## src/hw/rtl/resa_pkg.sv

```systemverilog
`default_nettype none

package resa_pkg;

  // Validity windows of the sensor readings and the fixed flow limit.
  localparam int SPEED_VALID_MIN = 0;
  localparam int SPEED_VALID_MAX = 65535;
  localparam int EGT_VALID_MIN   = -2048;
  localparam int EGT_VALID_MAX   = 2047;
  localparam int FLOW_WARN_LIMIT = 50;

  localparam logic [15:0] FUEL_MISSING = 16'hFFFF;

  localparam int PADDR_W = 5;
  localparam int PDATA_W = 32;

  typedef enum logic [1:0] {
    PHASE_OFF    = 2'd0,
    PHASE_START  = 2'd1,
    PHASE_STABLE = 2'd2,
    PHASE_STOP   = 2'd3
  } resa_phase_e;

  typedef enum logic [1:0] {
    LVL_INFO  = 2'd0,
    LVL_WARN  = 2'd1,
    LVL_FATAL = 2'd2
  } resa_level_e;

  typedef enum logic [2:0] {
    REG_SPEED_WARN  = 3'd0,
    REG_SPEED_FATAL = 3'd1,
    REG_EGT_ST_WARN = 3'd2,
    REG_EGT_ST_FAT  = 3'd3,
    REG_EGT_RN_WARN = 3'd4,
    REG_EGT_RN_FAT  = 3'd5,
    REG_FUEL_LOW    = 3'd6,
    REG_FUEL_CRIT   = 3'd7
  } resa_reg_e;

  // Alert mask bit positions.
  localparam int MB_SPD_ONE     = 0;
  localparam int MB_EGT_ONE     = 1;
  localparam int MB_SPD_PAIR    = 2;
  localparam int MB_EGT_PAIR    = 3;
  localparam int MB_SPD_BOTH    = 4;
  localparam int MB_EGT_BOTH    = 5;
  localparam int MB_FUEL_LOW    = 6;
  localparam int MB_FUEL_CRIT   = 7;
  localparam int MB_FLOW_HIGH   = 8;
  localparam int MB_SPD_WARN    = 9;
  localparam int MB_SPD_FATAL   = 10;
  localparam int MB_EGT_ST_WARN = 11;
  localparam int MB_EGT_ST_FAT  = 12;
  localparam int MB_EGT_RN_WARN = 13;
  localparam int MB_EGT_RN_FAT  = 14;
  localparam int MASK_W         = 15;

  typedef struct packed {
    logic [1:0]         engine_phase;
    logic [15:0]        speed_left_a;
    logic [15:0]        speed_left_b;
    logic [15:0]        speed_right_a;
    logic [15:0]        speed_right_b;
    logic signed [11:0] egt_left_a;
    logic signed [11:0] egt_left_b;
    logic signed [11:0] egt_right_a;
    logic signed [11:0] egt_right_b;
    logic [15:0]        fuel_left;
    logic [7:0]         fuel_rate;
  } resa_req_t;

  typedef struct packed {
    logic [MASK_W-1:0]  alert_mask;
    logic [15:0]        fused_speed_left;
    logic [15:0]        fused_speed_right;
    logic signed [11:0] fused_egt_left;
    logic signed [11:0] fused_egt_right;
    logic [1:0]         speed_left_level;
    logic [1:0]         speed_right_level;
    logic [1:0]         egt_left_level;
    logic [1:0]         egt_right_level;
    logic [1:0]         fuel_level_state;
    logic               flow_level_state;
  } resa_rsp_t;

  typedef struct packed {
    logic [15:0]        speed_warn;
    logic [15:0]        speed_fatal;
    logic signed [11:0] egt_start_warn;
    logic signed [11:0] egt_start_fatal;
    logic signed [11:0] egt_stable_warn;
    logic signed [11:0] egt_stable_fatal;
    logic [15:0]        fuel_low;
    logic [15:0]        fuel_critical;
  } resa_cfg_t;

  // Fuse stage result.
  typedef struct packed {
    logic [1:0]         phase;
    logic [15:0]        fsl;
    logic [15:0]        fsr;
    logic signed [11:0] fel;
    logic signed [11:0] fer;
    logic               vsl;
    logic               vsr;
    logic               vel;
    logic               ver;
    logic               spd_one_bad;
    logic               egt_one_bad;
    logic [15:0]        fuel;
    logic [7:0]         flow;
  } resa_fuse_t;

  // Compare stage result.
  typedef struct packed {
    logic [1:0]         phase;
    logic [15:0]        fsl;
    logic [15:0]        fsr;
    logic signed [11:0] fel;
    logic signed [11:0] fer;
    logic               vsl;
    logic               vsr;
    logic               vel;
    logic               ver;
    logic               spd_one_bad;
    logic               egt_one_bad;
    logic               fuel_missing;
    logic               fuel_low;
    logic               fuel_crit;
    logic               flow_high;
    logic               sl_warn;
    logic               sl_fatal;
    logic               sr_warn;
    logic               sr_fatal;
    logic               el_st_warn;
    logic               el_st_fatal;
    logic               er_st_warn;
    logic               er_st_fatal;
    logic               el_rn_warn;
    logic               el_rn_fatal;
    logic               er_rn_warn;
    logic               er_rn_fatal;
  } resa_chk_t;

  function automatic logic spd_ok(logic [15:0] v);
    return (int'(v) >= SPEED_VALID_MIN) && (int'(v) <= SPEED_VALID_MAX);
  endfunction

  function automatic logic egt_ok(logic signed [11:0] v);
    return (int'(v) >= EGT_VALID_MIN) && (int'(v) <= EGT_VALID_MAX);
  endfunction

  function automatic logic [1:0] grade(logic ok, logic over_warn, logic over_fatal);
    resa_level_e lvl;
    if (!ok || over_fatal) begin
      lvl = LVL_FATAL;
    end else if (over_warn) begin
      lvl = LVL_WARN;
    end else begin
      lvl = LVL_INFO;
    end
    return lvl;
  endfunction

endpackage

`default_nettype wire

```

## src/hw/rtl/resa_cfg_regs.sv

```systemverilog
`default_nettype none

module resa_cfg_regs (
  input  wire logic                          clk_i,
  input  wire logic                          rst_ni,
  input  wire logic                          psel_i,
  input  wire logic                          penable_i,
  input  wire logic                          pwrite_i,
  input  wire logic [resa_pkg::PADDR_W-1:0]  paddr_i,
  input  wire logic [resa_pkg::PDATA_W-1:0]  pwdata_i,
  output logic      [resa_pkg::PDATA_W-1:0]  prdata_o,
  output resa_pkg::resa_cfg_t                cfg_o
);

  resa_pkg::resa_cfg_t cfg_q, cfg_d;
  resa_pkg::resa_reg_e sel;
  logic                wr_en;

  assign sel   = resa_pkg::resa_reg_e'(paddr_i[4:2]);
  assign wr_en = psel_i && penable_i && pwrite_i;

  always_comb begin
    cfg_d = cfg_q;
    if (wr_en) begin
      unique case (sel)
        resa_pkg::REG_SPEED_WARN:  cfg_d.speed_warn       = pwdata_i[15:0];
        resa_pkg::REG_SPEED_FATAL: cfg_d.speed_fatal      = pwdata_i[15:0];
        resa_pkg::REG_EGT_ST_WARN: cfg_d.egt_start_warn   = pwdata_i[11:0];
        resa_pkg::REG_EGT_ST_FAT:  cfg_d.egt_start_fatal  = pwdata_i[11:0];
        resa_pkg::REG_EGT_RN_WARN: cfg_d.egt_stable_warn  = pwdata_i[11:0];
        resa_pkg::REG_EGT_RN_FAT:  cfg_d.egt_stable_fatal = pwdata_i[11:0];
        resa_pkg::REG_FUEL_LOW:    cfg_d.fuel_low         = pwdata_i[15:0];
        resa_pkg::REG_FUEL_CRIT:   cfg_d.fuel_critical    = pwdata_i[15:0];
        default:                   cfg_d = cfg_q;
      endcase
    end
  end

  always_comb begin
    unique case (sel)
      resa_pkg::REG_SPEED_WARN:  prdata_o = {16'b0, cfg_q.speed_warn};
      resa_pkg::REG_SPEED_FATAL: prdata_o = {16'b0, cfg_q.speed_fatal};
      resa_pkg::REG_EGT_ST_WARN: prdata_o = 32'(cfg_q.egt_start_warn);
      resa_pkg::REG_EGT_ST_FAT:  prdata_o = 32'(cfg_q.egt_start_fatal);
      resa_pkg::REG_EGT_RN_WARN: prdata_o = 32'(cfg_q.egt_stable_warn);
      resa_pkg::REG_EGT_RN_FAT:  prdata_o = 32'(cfg_q.egt_stable_fatal);
      resa_pkg::REG_FUEL_LOW:    prdata_o = {16'b0, cfg_q.fuel_low};
      resa_pkg::REG_FUEL_CRIT:   prdata_o = {16'b0, cfg_q.fuel_critical};
      default:                   prdata_o = '0;
    endcase
  end

  always_ff @(posedge clk_i or negedge rst_ni) begin
    if (!rst_ni) begin
      cfg_q.speed_warn       <= 16'hFFFF;
      cfg_q.speed_fatal      <= 16'hFFFF;
      cfg_q.egt_start_warn   <= 12'sh7FF;
      cfg_q.egt_start_fatal  <= 12'sh7FF;
      cfg_q.egt_stable_warn  <= 12'sh7FF;
      cfg_q.egt_stable_fatal <= 12'sh7FF;
      cfg_q.fuel_low         <= 16'h0000;
      cfg_q.fuel_critical    <= 16'h0000;
    end else begin
      cfg_q <= cfg_d;
    end
  end

  assign cfg_o = cfg_q;

endmodule

`default_nettype wire

```

## src/hw/rtl/resa_fuse.sv

```systemverilog
`default_nettype none

module resa_fuse (
  input  wire logic                 clk_i,
  input  wire logic                 rst_ni,
  input  wire logic                 valid_i,
  input  wire resa_pkg::resa_req_t  req_i,
  output logic                      valid_o,
  output resa_pkg::resa_fuse_t      fuse_o
);

  resa_pkg::resa_fuse_t fuse_d, fuse_q;
  logic                 valid_q;
  logic                 ok_sla, ok_slb, ok_sra, ok_srb;
  logic                 ok_ela, ok_elb, ok_era, ok_erb;
  logic [16:0]          sum_sl, sum_sr;
  logic signed [12:0]   sum_el, sum_er;

  always_comb begin
    ok_sla = resa_pkg::spd_ok(req_i.speed_left_a);
    ok_slb = resa_pkg::spd_ok(req_i.speed_left_b);
    ok_sra = resa_pkg::spd_ok(req_i.speed_right_a);
    ok_srb = resa_pkg::spd_ok(req_i.speed_right_b);
    ok_ela = resa_pkg::egt_ok(req_i.egt_left_a);
    ok_elb = resa_pkg::egt_ok(req_i.egt_left_b);
    ok_era = resa_pkg::egt_ok(req_i.egt_right_a);
    ok_erb = resa_pkg::egt_ok(req_i.egt_right_b);

    // Full-width sums; dropping bit 0 halves toward minus infinity.
    sum_sl = {1'b0, req_i.speed_left_a} + {1'b0, req_i.speed_left_b};
    sum_sr = {1'b0, req_i.speed_right_a} + {1'b0, req_i.speed_right_b};
    sum_el = {req_i.egt_left_a[11], req_i.egt_left_a}
           + {req_i.egt_left_b[11], req_i.egt_left_b};
    sum_er = {req_i.egt_right_a[11], req_i.egt_right_a}
           + {req_i.egt_right_b[11], req_i.egt_right_b};

    fuse_d.phase = req_i.engine_phase;
    fuse_d.fuel  = req_i.fuel_left;
    fuse_d.flow  = req_i.fuel_rate;
    fuse_d.vsl   = ok_sla || ok_slb;
    fuse_d.vsr   = ok_sra || ok_srb;
    fuse_d.vel   = ok_ela || ok_elb;
    fuse_d.ver   = ok_era || ok_erb;
    fuse_d.spd_one_bad = !(ok_sla && ok_slb && ok_sra && ok_srb);
    fuse_d.egt_one_bad = !(ok_ela && ok_elb && ok_era && ok_erb);

    fuse_d.fsl = (ok_sla && ok_slb) ? sum_sl[16:1] :
                 ok_sla ? req_i.speed_left_a : ok_slb ? req_i.speed_left_b : 16'd0;
    fuse_d.fsr = (ok_sra && ok_srb) ? sum_sr[16:1] :
                 ok_sra ? req_i.speed_right_a : ok_srb ? req_i.speed_right_b : 16'd0;
    fuse_d.fel = (ok_ela && ok_elb) ? sum_el[12:1] :
                 ok_ela ? req_i.egt_left_a : ok_elb ? req_i.egt_left_b : 12'sd0;
    fuse_d.fer = (ok_era && ok_erb) ? sum_er[12:1] :
                 ok_era ? req_i.egt_right_a : ok_erb ? req_i.egt_right_b : 12'sd0;
  end

  always_ff @(posedge clk_i or negedge rst_ni) begin
    if (!rst_ni) begin
      valid_q <= 1'b0;
    end else begin
      valid_q <= valid_i;
    end
  end

  always_ff @(posedge clk_i) begin
    if (valid_i) begin
      fuse_q <= fuse_d;
    end
  end

  assign valid_o = valid_q;
  assign fuse_o  = fuse_q;

endmodule

`default_nettype wire

```

## src/hw/rtl/resa_check.sv

```systemverilog
`default_nettype none

module resa_check (
  input  wire logic                 clk_i,
  input  wire logic                 rst_ni,
  input  wire logic                 valid_i,
  input  wire resa_pkg::resa_fuse_t fuse_i,
  input  wire resa_pkg::resa_cfg_t  cfg_i,
  output logic                      valid_o,
  output resa_pkg::resa_chk_t       chk_o
);

  resa_pkg::resa_chk_t chk_d, chk_q;
  logic                valid_q;

  always_comb begin
    chk_d.phase       = fuse_i.phase;
    chk_d.fsl         = fuse_i.fsl;
    chk_d.fsr         = fuse_i.fsr;
    chk_d.fel         = fuse_i.fel;
    chk_d.fer         = fuse_i.fer;
    chk_d.vsl         = fuse_i.vsl;
    chk_d.vsr         = fuse_i.vsr;
    chk_d.vel         = fuse_i.vel;
    chk_d.ver         = fuse_i.ver;
    chk_d.spd_one_bad = fuse_i.spd_one_bad;
    chk_d.egt_one_bad = fuse_i.egt_one_bad;

    chk_d.fuel_missing = (fuse_i.fuel == resa_pkg::FUEL_MISSING);
    chk_d.fuel_low     = (fuse_i.fuel < cfg_i.fuel_low);
    chk_d.fuel_crit    = (fuse_i.fuel < cfg_i.fuel_critical);
    chk_d.flow_high    = (fuse_i.flow > 8'(resa_pkg::FLOW_WARN_LIMIT));

    // Raw threshold compares; validity is folded in at the grade stage.
    chk_d.sl_warn     = (fuse_i.fsl > cfg_i.speed_warn);
    chk_d.sl_fatal    = (fuse_i.fsl > cfg_i.speed_fatal);
    chk_d.sr_warn     = (fuse_i.fsr > cfg_i.speed_warn);
    chk_d.sr_fatal    = (fuse_i.fsr > cfg_i.speed_fatal);
    chk_d.el_st_warn  = (fuse_i.fel > cfg_i.egt_start_warn);
    chk_d.el_st_fatal = (fuse_i.fel > cfg_i.egt_start_fatal);
    chk_d.er_st_warn  = (fuse_i.fer > cfg_i.egt_start_warn);
    chk_d.er_st_fatal = (fuse_i.fer > cfg_i.egt_start_fatal);
    chk_d.el_rn_warn  = (fuse_i.fel > cfg_i.egt_stable_warn);
    chk_d.el_rn_fatal = (fuse_i.fel > cfg_i.egt_stable_fatal);
    chk_d.er_rn_warn  = (fuse_i.fer > cfg_i.egt_stable_warn);
    chk_d.er_rn_fatal = (fuse_i.fer > cfg_i.egt_stable_fatal);
  end

  always_ff @(posedge clk_i or negedge rst_ni) begin
    if (!rst_ni) begin
      valid_q <= 1'b0;
    end else begin
      valid_q <= valid_i;
    end
  end

  always_ff @(posedge clk_i) begin
    if (valid_i) begin
      chk_q <= chk_d;
    end
  end

  assign valid_o = valid_q;
  assign chk_o   = chk_q;

endmodule

`default_nettype wire

```

## src/hw/rtl/resa_grade.sv

```systemverilog
`default_nettype none

module resa_grade (
  input  wire logic                 clk_i,
  input  wire logic                 rst_ni,
  input  wire logic                 valid_i,
  input  wire resa_pkg::resa_chk_t  chk_i,
  output logic                      valid_o,
  output resa_pkg::resa_rsp_t       rsp_o
);

  resa_pkg::resa_rsp_t rsp_d, rsp_q;
  logic                valid_q;
  logic                ph_start, ph_stable;
  logic [resa_pkg::MASK_W-1:0] mask;

  always_comb begin
    ph_start  = (chk_i.phase == resa_pkg::PHASE_START);
    ph_stable = (chk_i.phase == resa_pkg::PHASE_STABLE);

    mask = '0;
    mask[resa_pkg::MB_SPD_ONE]   = chk_i.spd_one_bad;
    mask[resa_pkg::MB_EGT_ONE]   = chk_i.egt_one_bad;
    mask[resa_pkg::MB_SPD_PAIR]  = !chk_i.vsl || !chk_i.vsr;
    mask[resa_pkg::MB_EGT_PAIR]  = !chk_i.vel || !chk_i.ver;
    mask[resa_pkg::MB_SPD_BOTH]  = !chk_i.vsl && !chk_i.vsr;
    mask[resa_pkg::MB_EGT_BOTH]  = !chk_i.vel && !chk_i.ver;
    mask[resa_pkg::MB_FUEL_LOW]  = !chk_i.fuel_missing && chk_i.fuel_low;
    mask[resa_pkg::MB_FUEL_CRIT] = !chk_i.fuel_missing && chk_i.fuel_crit;
    mask[resa_pkg::MB_FLOW_HIGH] = chk_i.flow_high;
    mask[resa_pkg::MB_SPD_WARN]  = (chk_i.vsl && chk_i.sl_warn) || (chk_i.vsr && chk_i.sr_warn);
    mask[resa_pkg::MB_SPD_FATAL] = (chk_i.vsl && chk_i.sl_fatal) ||
                                   (chk_i.vsr && chk_i.sr_fatal);
    mask[resa_pkg::MB_EGT_ST_WARN] = ph_start &&
      ((chk_i.vel && chk_i.el_st_warn) || (chk_i.ver && chk_i.er_st_warn));
    mask[resa_pkg::MB_EGT_ST_FAT]  = ph_start &&
      ((chk_i.vel && chk_i.el_st_fatal) || (chk_i.ver && chk_i.er_st_fatal));
    mask[resa_pkg::MB_EGT_RN_WARN] = ph_stable &&
      ((chk_i.vel && chk_i.el_rn_warn) || (chk_i.ver && chk_i.er_rn_warn));
    mask[resa_pkg::MB_EGT_RN_FAT]  = ph_stable &&
      ((chk_i.vel && chk_i.el_rn_fatal) || (chk_i.ver && chk_i.er_rn_fatal));

    rsp_d.alert_mask        = mask;
    rsp_d.fused_speed_left  = chk_i.fsl;
    rsp_d.fused_speed_right = chk_i.fsr;
    rsp_d.fused_egt_left    = chk_i.fel;
    rsp_d.fused_egt_right   = chk_i.fer;
    rsp_d.speed_left_level  = resa_pkg::grade(chk_i.vsl, chk_i.sl_warn, chk_i.sl_fatal);
    rsp_d.speed_right_level = resa_pkg::grade(chk_i.vsr, chk_i.sr_warn, chk_i.sr_fatal);
    rsp_d.egt_left_level    = resa_pkg::grade(chk_i.vel, chk_i.el_rn_warn, chk_i.el_rn_fatal);
    rsp_d.egt_right_level   = resa_pkg::grade(chk_i.ver, chk_i.er_rn_warn, chk_i.er_rn_fatal);
    // Missing fuel counts as critical.
    rsp_d.fuel_level_state  = resa_pkg::grade(!chk_i.fuel_missing, chk_i.fuel_low,
                                              chk_i.fuel_crit);
    rsp_d.flow_level_state  = chk_i.flow_high;
  end

  always_ff @(posedge clk_i or negedge rst_ni) begin
    if (!rst_ni) begin
      valid_q <= 1'b0;
    end else begin
      valid_q <= valid_i;
    end
  end

  always_ff @(posedge clk_i) begin
    if (valid_i) begin
      rsp_q <= rsp_d;
    end
  end

  assign valid_o = valid_q;
  assign rsp_o   = rsp_q;

endmodule

`default_nettype wire

```

## src/hw/rtl/redundant_engine_sensor_alerter_unit.sv

```systemverilog
`default_nettype none
// Redundant engine sensor alerter.
// Request channel: drive one sensor snapshot on req_i and pulse start; the
// request is taken at every rising edge with start high and busy low. busy
// stays low, so a new snapshot may be issued in every cycle.
// Result channel: result_valid_o is high for exactly one cycle per request,
// with the fused readings, six levels and the 15-bit alert mask on result_o.
// The result is registered through the fuse, compare and grade stages, one
// register each; throughput is one request per cycle, set by the
// three-stage pipeline with no shared unit.
// The receiver cannot stall: every result is shown for one cycle only and
// must be captured then.
// Limits sit in eight 32-bit registers behind an APB-style port, register i
// at byte address 4*i; write them only while no request is in flight.
// Reset (rst_ni low, asynchronous) empties the pipeline and loads the limit
// registers with their reset values: speed and temperature limits at their
// maxima, fuel limits at zero.

module redundant_engine_sensor_alerter_unit (
  input  wire logic                          clk_i,
  input  wire logic                          rst_ni,
  // request channel
  input  wire logic                          start,
  output logic                               busy,
  input  wire resa_pkg::resa_req_t           req_i,
  // result channel
  output logic                               result_valid_o,
  output resa_pkg::resa_rsp_t                result_o,
  // configuration port
  input  wire logic                          psel,
  input  wire logic                          penable,
  input  wire logic                          pwrite,
  input  wire logic [resa_pkg::PADDR_W-1:0]  paddr,
  input  wire logic [resa_pkg::PDATA_W-1:0]  pwdata,
  output logic      [resa_pkg::PDATA_W-1:0]  prdata,
  output logic                               pready
);

  resa_pkg::resa_cfg_t  cfg;
  resa_pkg::resa_fuse_t fuse;
  resa_pkg::resa_chk_t  chk;
  logic                 req_take;
  logic                 fuse_vld;
  logic                 chk_vld;

  // The pipeline never backs up, so every start is taken.
  assign busy     = 1'b0;
  assign pready   = 1'b1;
  assign req_take = start && !busy;

  resa_cfg_regs u_cfg (
    .clk_i     (clk_i),
    .rst_ni    (rst_ni),
    .psel_i    (psel),
    .penable_i (penable),
    .pwrite_i  (pwrite && pready),
    .paddr_i   (paddr),
    .pwdata_i  (pwdata),
    .prdata_o  (prdata),
    .cfg_o     (cfg)
  );

  // Stage 1: validate each reading and fuse the pairs.
  resa_fuse u_fuse (
    .clk_i   (clk_i),
    .rst_ni  (rst_ni),
    .valid_i (req_take),
    .req_i   (req_i),
    .valid_o (fuse_vld),
    .fuse_o  (fuse)
  );

  // Stage 2: compare fused values, fuel and flow against the limits.
  resa_check u_check (
    .clk_i   (clk_i),
    .rst_ni  (rst_ni),
    .valid_i (fuse_vld),
    .fuse_i  (fuse),
    .cfg_i   (cfg),
    .valid_o (chk_vld),
    .chk_o   (chk)
  );

  // Stage 3: gate by validity and phase, build mask and levels.
  resa_grade u_grade (
    .clk_i   (clk_i),
    .rst_ni  (rst_ni),
    .valid_i (chk_vld),
    .chk_i   (chk),
    .valid_o (result_valid_o),
    .rsp_o   (result_o)
  );

endmodule

`default_nettype wire

```

## config.mk

```make
export PLATFORM = sky130hd
export DESIGN_NAME = redundant_engine_sensor_alerter_unit
export DESIGN_NICKNAME = d
export VERILOG_FILES = /design/src/hw/rtl/resa_pkg.sv /design/src/hw/rtl/resa_cfg_regs.sv /design/src/hw/rtl/resa_fuse.sv /design/src/hw/rtl/resa_check.sv /design/src/hw/rtl/resa_grade.sv /design/src/hw/rtl/redundant_engine_sensor_alerter_unit.sv
export SDC_FILE = /design/constraint.sdc
export NUM_CORES = 1
export LEC_CHECK = 0
export ABC_AREA = 1
export BUFFER_PORTS_ARGS = -buffer_cell sky130_fd_sc_hd__buf_4
export CAP_MARGIN = 20
export CORE_AREA = 2 2 142 248
export CTS_BUF_LIST = sky130_fd_sc_hd__clkbuf_8
export DETAILED_ROUTE_END_ITERATION = 16
export DIE_AREA = 0 0 144 250
export PLACE_DENSITY = 0.83
export SETUP_SLACK_MARGIN = 0.2
export SLEW_MARGIN = 20
export SYNTH_ARGS = -nofsm -noshare
export SYNTH_HDL_FRONTEND = slang
export SYNTH_SLANG_ARGS = --single-unit
```

## constraint.sdc

```tcl
create_clock -name clk_i -period 4.4 [get_ports clk_i]
set_clock_uncertainty 0.15 [all_clocks]
set_input_delay 1.32 -clock clk_i [delete_from_list [all_inputs] [get_ports clk_i]]
set_output_delay 1.32 -clock clk_i [all_outputs]
set_load 0.01 [all_outputs]
```

# Yosys cells after proc, flatten, opt, wreduce, memory -nomap -nowiden
# Cells that the tools add are included.
# W data, S select, Z words.
# totals
ff_bits	356
latch_bits	0
ramBits	0
mem_bits_ro	0
inputBits	181
out_inout_bits	117
wordCells	155
memories	0
# op_classes
add_sub_neg	4
multipliers	0
n_div	0
magnitude_cmp	23
n_eq_ne	10
n_shift	0
n_mux	12
bitwise	0
reduce_logical	50
# op_table
operator	n
$pmux W32 S8	1
$gt A12 B12 Y1	8
$mux W12	6
$gt A16 B16 Y1	4
$ge A12 B12 Y1 const B	4
$le A12 B12 Y1 const B	4
$add A16 B16 Y17	2
$lt A16 B16 Y1	2
$add A12 B12 Y13	2
$logic_and A1 B1 Y1	25
$eq A16 B16 Y1 const B	1
$reduce_and A2 Y1	8
$eq A3 B3 Y1 const B	4
$logic_or A1 B1 Y1	12
$gt A8 B6 Y1 const B	1
$eq A3 B2 Y1 const B	2
$mux W1	5
$logic_not A1 Y1	4
$eq A3 B1 Y1 const B	1
$logic_not A3 Y1	1
$eq A2 B1 Y1 const B	1
$eq A2 B2 Y1 const B	1

# Logic depth before layout (Yosys ltp)
# logic_depth
word_depth	6
ltp_mapped	12
ltp_nobuf	12

# Hierarchy
# Synthesis repeated with hierarchy kept, for this count alone.
# unflattened
hier_cells	2361
hier_area_um2	21408.0
# modules_own_cells
mod	instances	cells_each	area_per_inst_um2	seq_area_each_um2
resa_check	1	899	7444.6	2427.3
resa_fuse	1	677	5726.7	2577.5
resa_cfg_regs	1	654	5571.6	2897.8
resa_grade	1	127	2642.5	2457.4
redundant_engine_sensor_alerter_unit	1	4	22.5	0.0

# Worst setup path after synthesis
# OpenSTA, ideal clock, no wires.
# synth_path
path_type	input to output
start	input paddr[3] in the netlist's numbering
end	output prdata[17] in the netlist's numbering
arrival_ps	2573
t_required_ps	2930
slack_ps	357
stages	7
path_buffers	2
cell_sequence	buf_6 inv_1 nand3_1 o22ai_1 inv_1 nand2_1 buf_4
# synth_between
elab_chain_len	2
elab_cells_between_ends	9
classes_between	7 x eq/ne; 1 x mux; 1 x reduce/logical
# synth_lines
element	line_no	rtl
start: declaration	redundant_engine_sensor_alerter_unit.sv:33	input wire logic [resa_pkg::PADDR_W-1:0] paddr,
$eq A3 B3 Y1, or another cell as far along	resa_cfg_regs.sv:40	unique case (sel)
$pmux W32 S8 *	resa_cfg_regs.sv:40	
end: declaration	redundant_engine_sensor_alerter_unit.sv:35	output logic [resa_pkg::PDATA_W-1:0] prdata,
# Every way passes the cells marked *; elsewhere a longest branch is shown, timed or not.

# Worst setup path after layout
# layout_path
start	input paddr[2] in the netlist's numbering
end	output prdata[22] in the netlist's numbering
# Same word-level chain as after synthesis.

==> impl_metrics.env <==
export IMPL_status="completed"
export IMPL_dieWidth_um=144
export IMPL_cp_required_ns=2.93
export IMPL_antenna_found_initial=1
export IMPL_tightestPinTransition_ns=0.852
export IMPL_cts_tree="built"
export IMPL_clockBufferDepth=3
export IMPL_final_setup_tns_ns=0
export IMPL_synth_seq_area_share_pct=50.4
export IMPL_synth_seq_cells=355
export IMPL_rows=90
export IMPL_min_period_ns=4.09
export IMPL_cap_violations=0
export IMPL_slew_headroom_pct=43.2
export IMPL_initial_core_util_pct=59.2
export IMPL_postLayoutCellArea_um2=23700
export IMPL_routed_wl_um=55300
export IMPL_yosys_area_top_type_share_pct=35.7
export IMPL_drtIter0Drc=887
export IMPL_crit_arrival_ns=2.62
export IMPL_synth_async_sr_flop_share_pct=32.4
export IMPL_synth_top_cell_by_area="edfxtp_1"
export IMPL_core_um2=34100
export IMPL_grt_usage_pct=31.3
export IMPL_portBuffers=274
export IMPL_ctsHoldBuffers=0
export IMPL_clk_latency_ns=0.63
export IMPL_nets=2873
export IMPL_cts_buffers_inserted=50
export IMPL_post_dp_cell_area_um2=22600
export IMPL_io_pins=298
export IMPL_rsz0062_at_grt="false"
export IMPL_syn2layout_area_growth_pct=17.5
export IMPL_ys_types=42
export IMPL_hold_class="reg -> reg"
export IMPL_dr_pass1_iters=6
export IMPL_ys_warn_count=0
export IMPL_power_leakage_nw=11.3
export IMPL_drc_errors=0
export IMPL_layout_commonest_cell="nand2_1"
export IMPL_htreeDepth=2
export IMPL_path_clk_slew_ns=0.06
export IMPL_final_period_utilization_pct=92.9
export IMPL_drv_slew=0
export IMPL_clock_root_buffer="clkbuf_8"
export IMPL_drive_gt1_share_pct=18.3
export IMPL_synthCells=2151
export IMPL_cts_sinks=355
export IMPL_ir_worst_vdd_mv=0.365
export IMPL_synth_top_flop_cell="edfxtp_1"
export IMPL_place_congestion=0.964
export IMPL_slowest_stage="a22oi_2"
export IMPL_synth_avg_cell_area_um2=9.39
export IMPL_dieHeight_um=250
export IMPL_postRouteAntennaNets=0
export IMPL_total_power_w=0.0100
export IMPL_hold_viol_final=0
export IMPL_slowest_delay_ns=0.38
export IMPL_post_drt_wl_per_cell_um=18.7
export IMPL_cp_end_kind="output port"
export IMPL_critPathMostFrequentCell="buf_4"
export IMPL_num_vias=16225
export IMPL_crit_type="in -> out"
export IMPL_hpwl_um=43600
export IMPL_p_per_area_nw_per_um2=421
export IMPL_synth_edf_count=240
export IMPL_startpoint_type="input pin"
export IMPL_setup_viol_count_final=0
export IMPL_ys_top_cells_by_area="edfxtp_1 36%, ha_1 15%, nand2_1 10%"
export IMPL_grt_pass1_wl_um=84300
export IMPL_grt_max_degree=87
export IMPL_max_freq_mhz=245
export IMPL_critPathMaxFanout=16
export IMPL_grt_pass1_vias=16237
export IMPL_dieArea_um2=36000
export IMPL_final_cell_mix="546 x nand2_1, 318 x inv_1, 282 x buf_4, 242 x ha_1, 240 x edfxtp_1"
export IMPL_path_cells="buf_4 > inv_1 > nand3_4 > inv_2 > a22oi_2 > nand2_1 > buf_4 > buf_4"
export IMPL_syn_area_um2=20200
export IMPL_grt_overflow_total=0
export IMPL_vias_per_cell=5.50
-- cell type report --
cell class / instances / area (um2)
clock inverter: 37 / 264
timing repair buffer: 285 / 2180
multi-input combinational: 1448 / 8590
sequential: 355 / 10200
clock buffer: 57 / 785
inverter: 306 / 1150
tap: 460 / 576
fill: 2653 / 10400
antenna: 1 / 2.50
-- registers in the layout (all words and copies together) (netlist names) --
name             count
u_cfg.cfg_o        112
u_fuse.fuse_o       85
u_grade.rsp_o       78
u_check.chk_o       77
u_check.valid_o      1
u_fuse.valid_o       1
u_grade.valid_o      1
-- cells by family (layout without fill, tap and decap cells) --
| family | after synthesis | in the layout | synth area share (%) |
|---|---|---|---|
| compound gates | 346 | 346 | 9.27 |
| xor+xnor | 28 | 28 | 1.21 |
| fa+ha+maj | 246 | 246 | 15.4 |
| buf+inv | 354 | 685 | 7.17 |
| flops | 355 | 355 | 50.4 |
| other cells | 2 | 9 | 0.0372 |
| simple gates | 820 | 820 | 16.5 |
-- synth_stat cells (all sizes together) (4+ instances only) --
library cell / count
a21o: 10
a21oi: 137
buf: 40
clkbuf: 8
dfrtp: 39
dfstp: 76
edfxtp: 240
fa: 4
ha: 242
inv: 305
nand2: 552
nand3: 46
nand4: 43
nor2: 155
nor3: 20
o2111ai: 8
o21a: 6
o21ai: 150
o21bai: 9
o22ai: 19
xnor2: 5
xor2: 23
-- report_power, final --
group	leakage [nW]	total [W]	switching [W]	internal [W]
registers	3.61	0.00464	0.000388	0.00425
clock network	0.597	0.00268	0.00125	0.00142
logic	7.14	0.00268	0.00164	0.00104
-- repair_timing --
action	4_1_cts	5_1_grt
gates resized for setup	0	1
buffers inserted	0	0
endpoints found under the setup margin	0	1
hold endpoints to repair	0	0
-- layer usage --
layer / global-route usage (%) / wire length (um)
met5: 0 / 0
met4: 23.4 / 4800
met3: 4.26 / 2840
met2: 58.2 / 29700
met1: 30.3 / 18000
-- per-stage QoR --
| stage | cells | utilization [%] | hold WS (ns) | setup slack [ns] |
|---|---|---|---|---|
| after floorplan | 2157 | - | 0.250 | 0.357 |
| after global placement | 2853 | 66.4 | 0.250 | 0.318 |
| after detailed placement | 2853 | 66.4 | 0.255 | 0.274 |
| after CTS | 2947 | 69.4 | 0.243 | 0.273 |
| after global routing | 2949 | 69.6 | 0.259 | 0.241 |
| final | 2949 | 69.6 | 0.255 | 0.313 |
-- final timing paths --
kind | startpoint | endpoint | slack (ns) | cells past startpoint
min in group asynchronous | rst_ni | u_cfg.cfg_o[1]$_DFFE_PN0P_ | 0.46 | 1
worst max-delay path | paddr[2] | prdata[22] | 0.31 | 8
max in group asynchronous | rst_ni | u_cfg.cfg_o[95]$_DFFE_PN1P_ | 2.81 | 2
worst min register to register | u_check.chk_o[46]$_DFFE_PP_ | u_grade.rsp_o[35]$_DFFE_PP_ | 0.26 | 0
worst max register to register | u_cfg.cfg_o[51]$_DFFE_PN1P_ | u_check.chk_o[3]$_DFFE_PP_ | 2.09 | 9
worst min-delay path | u_check.chk_o[46]$_DFFE_PP_ | u_grade.rsp_o[35]$_DFFE_PP_ | 0.26 | 0
-- critical path, delay by kind of cell --
family,cells,cell delay (ns)
AND/OR/NAND/NOR,2,0.25
AO/OA/AOI/OAI,1,0.38
buffers and inverters,5,0.66
Power figures use the tool's default switching activity.
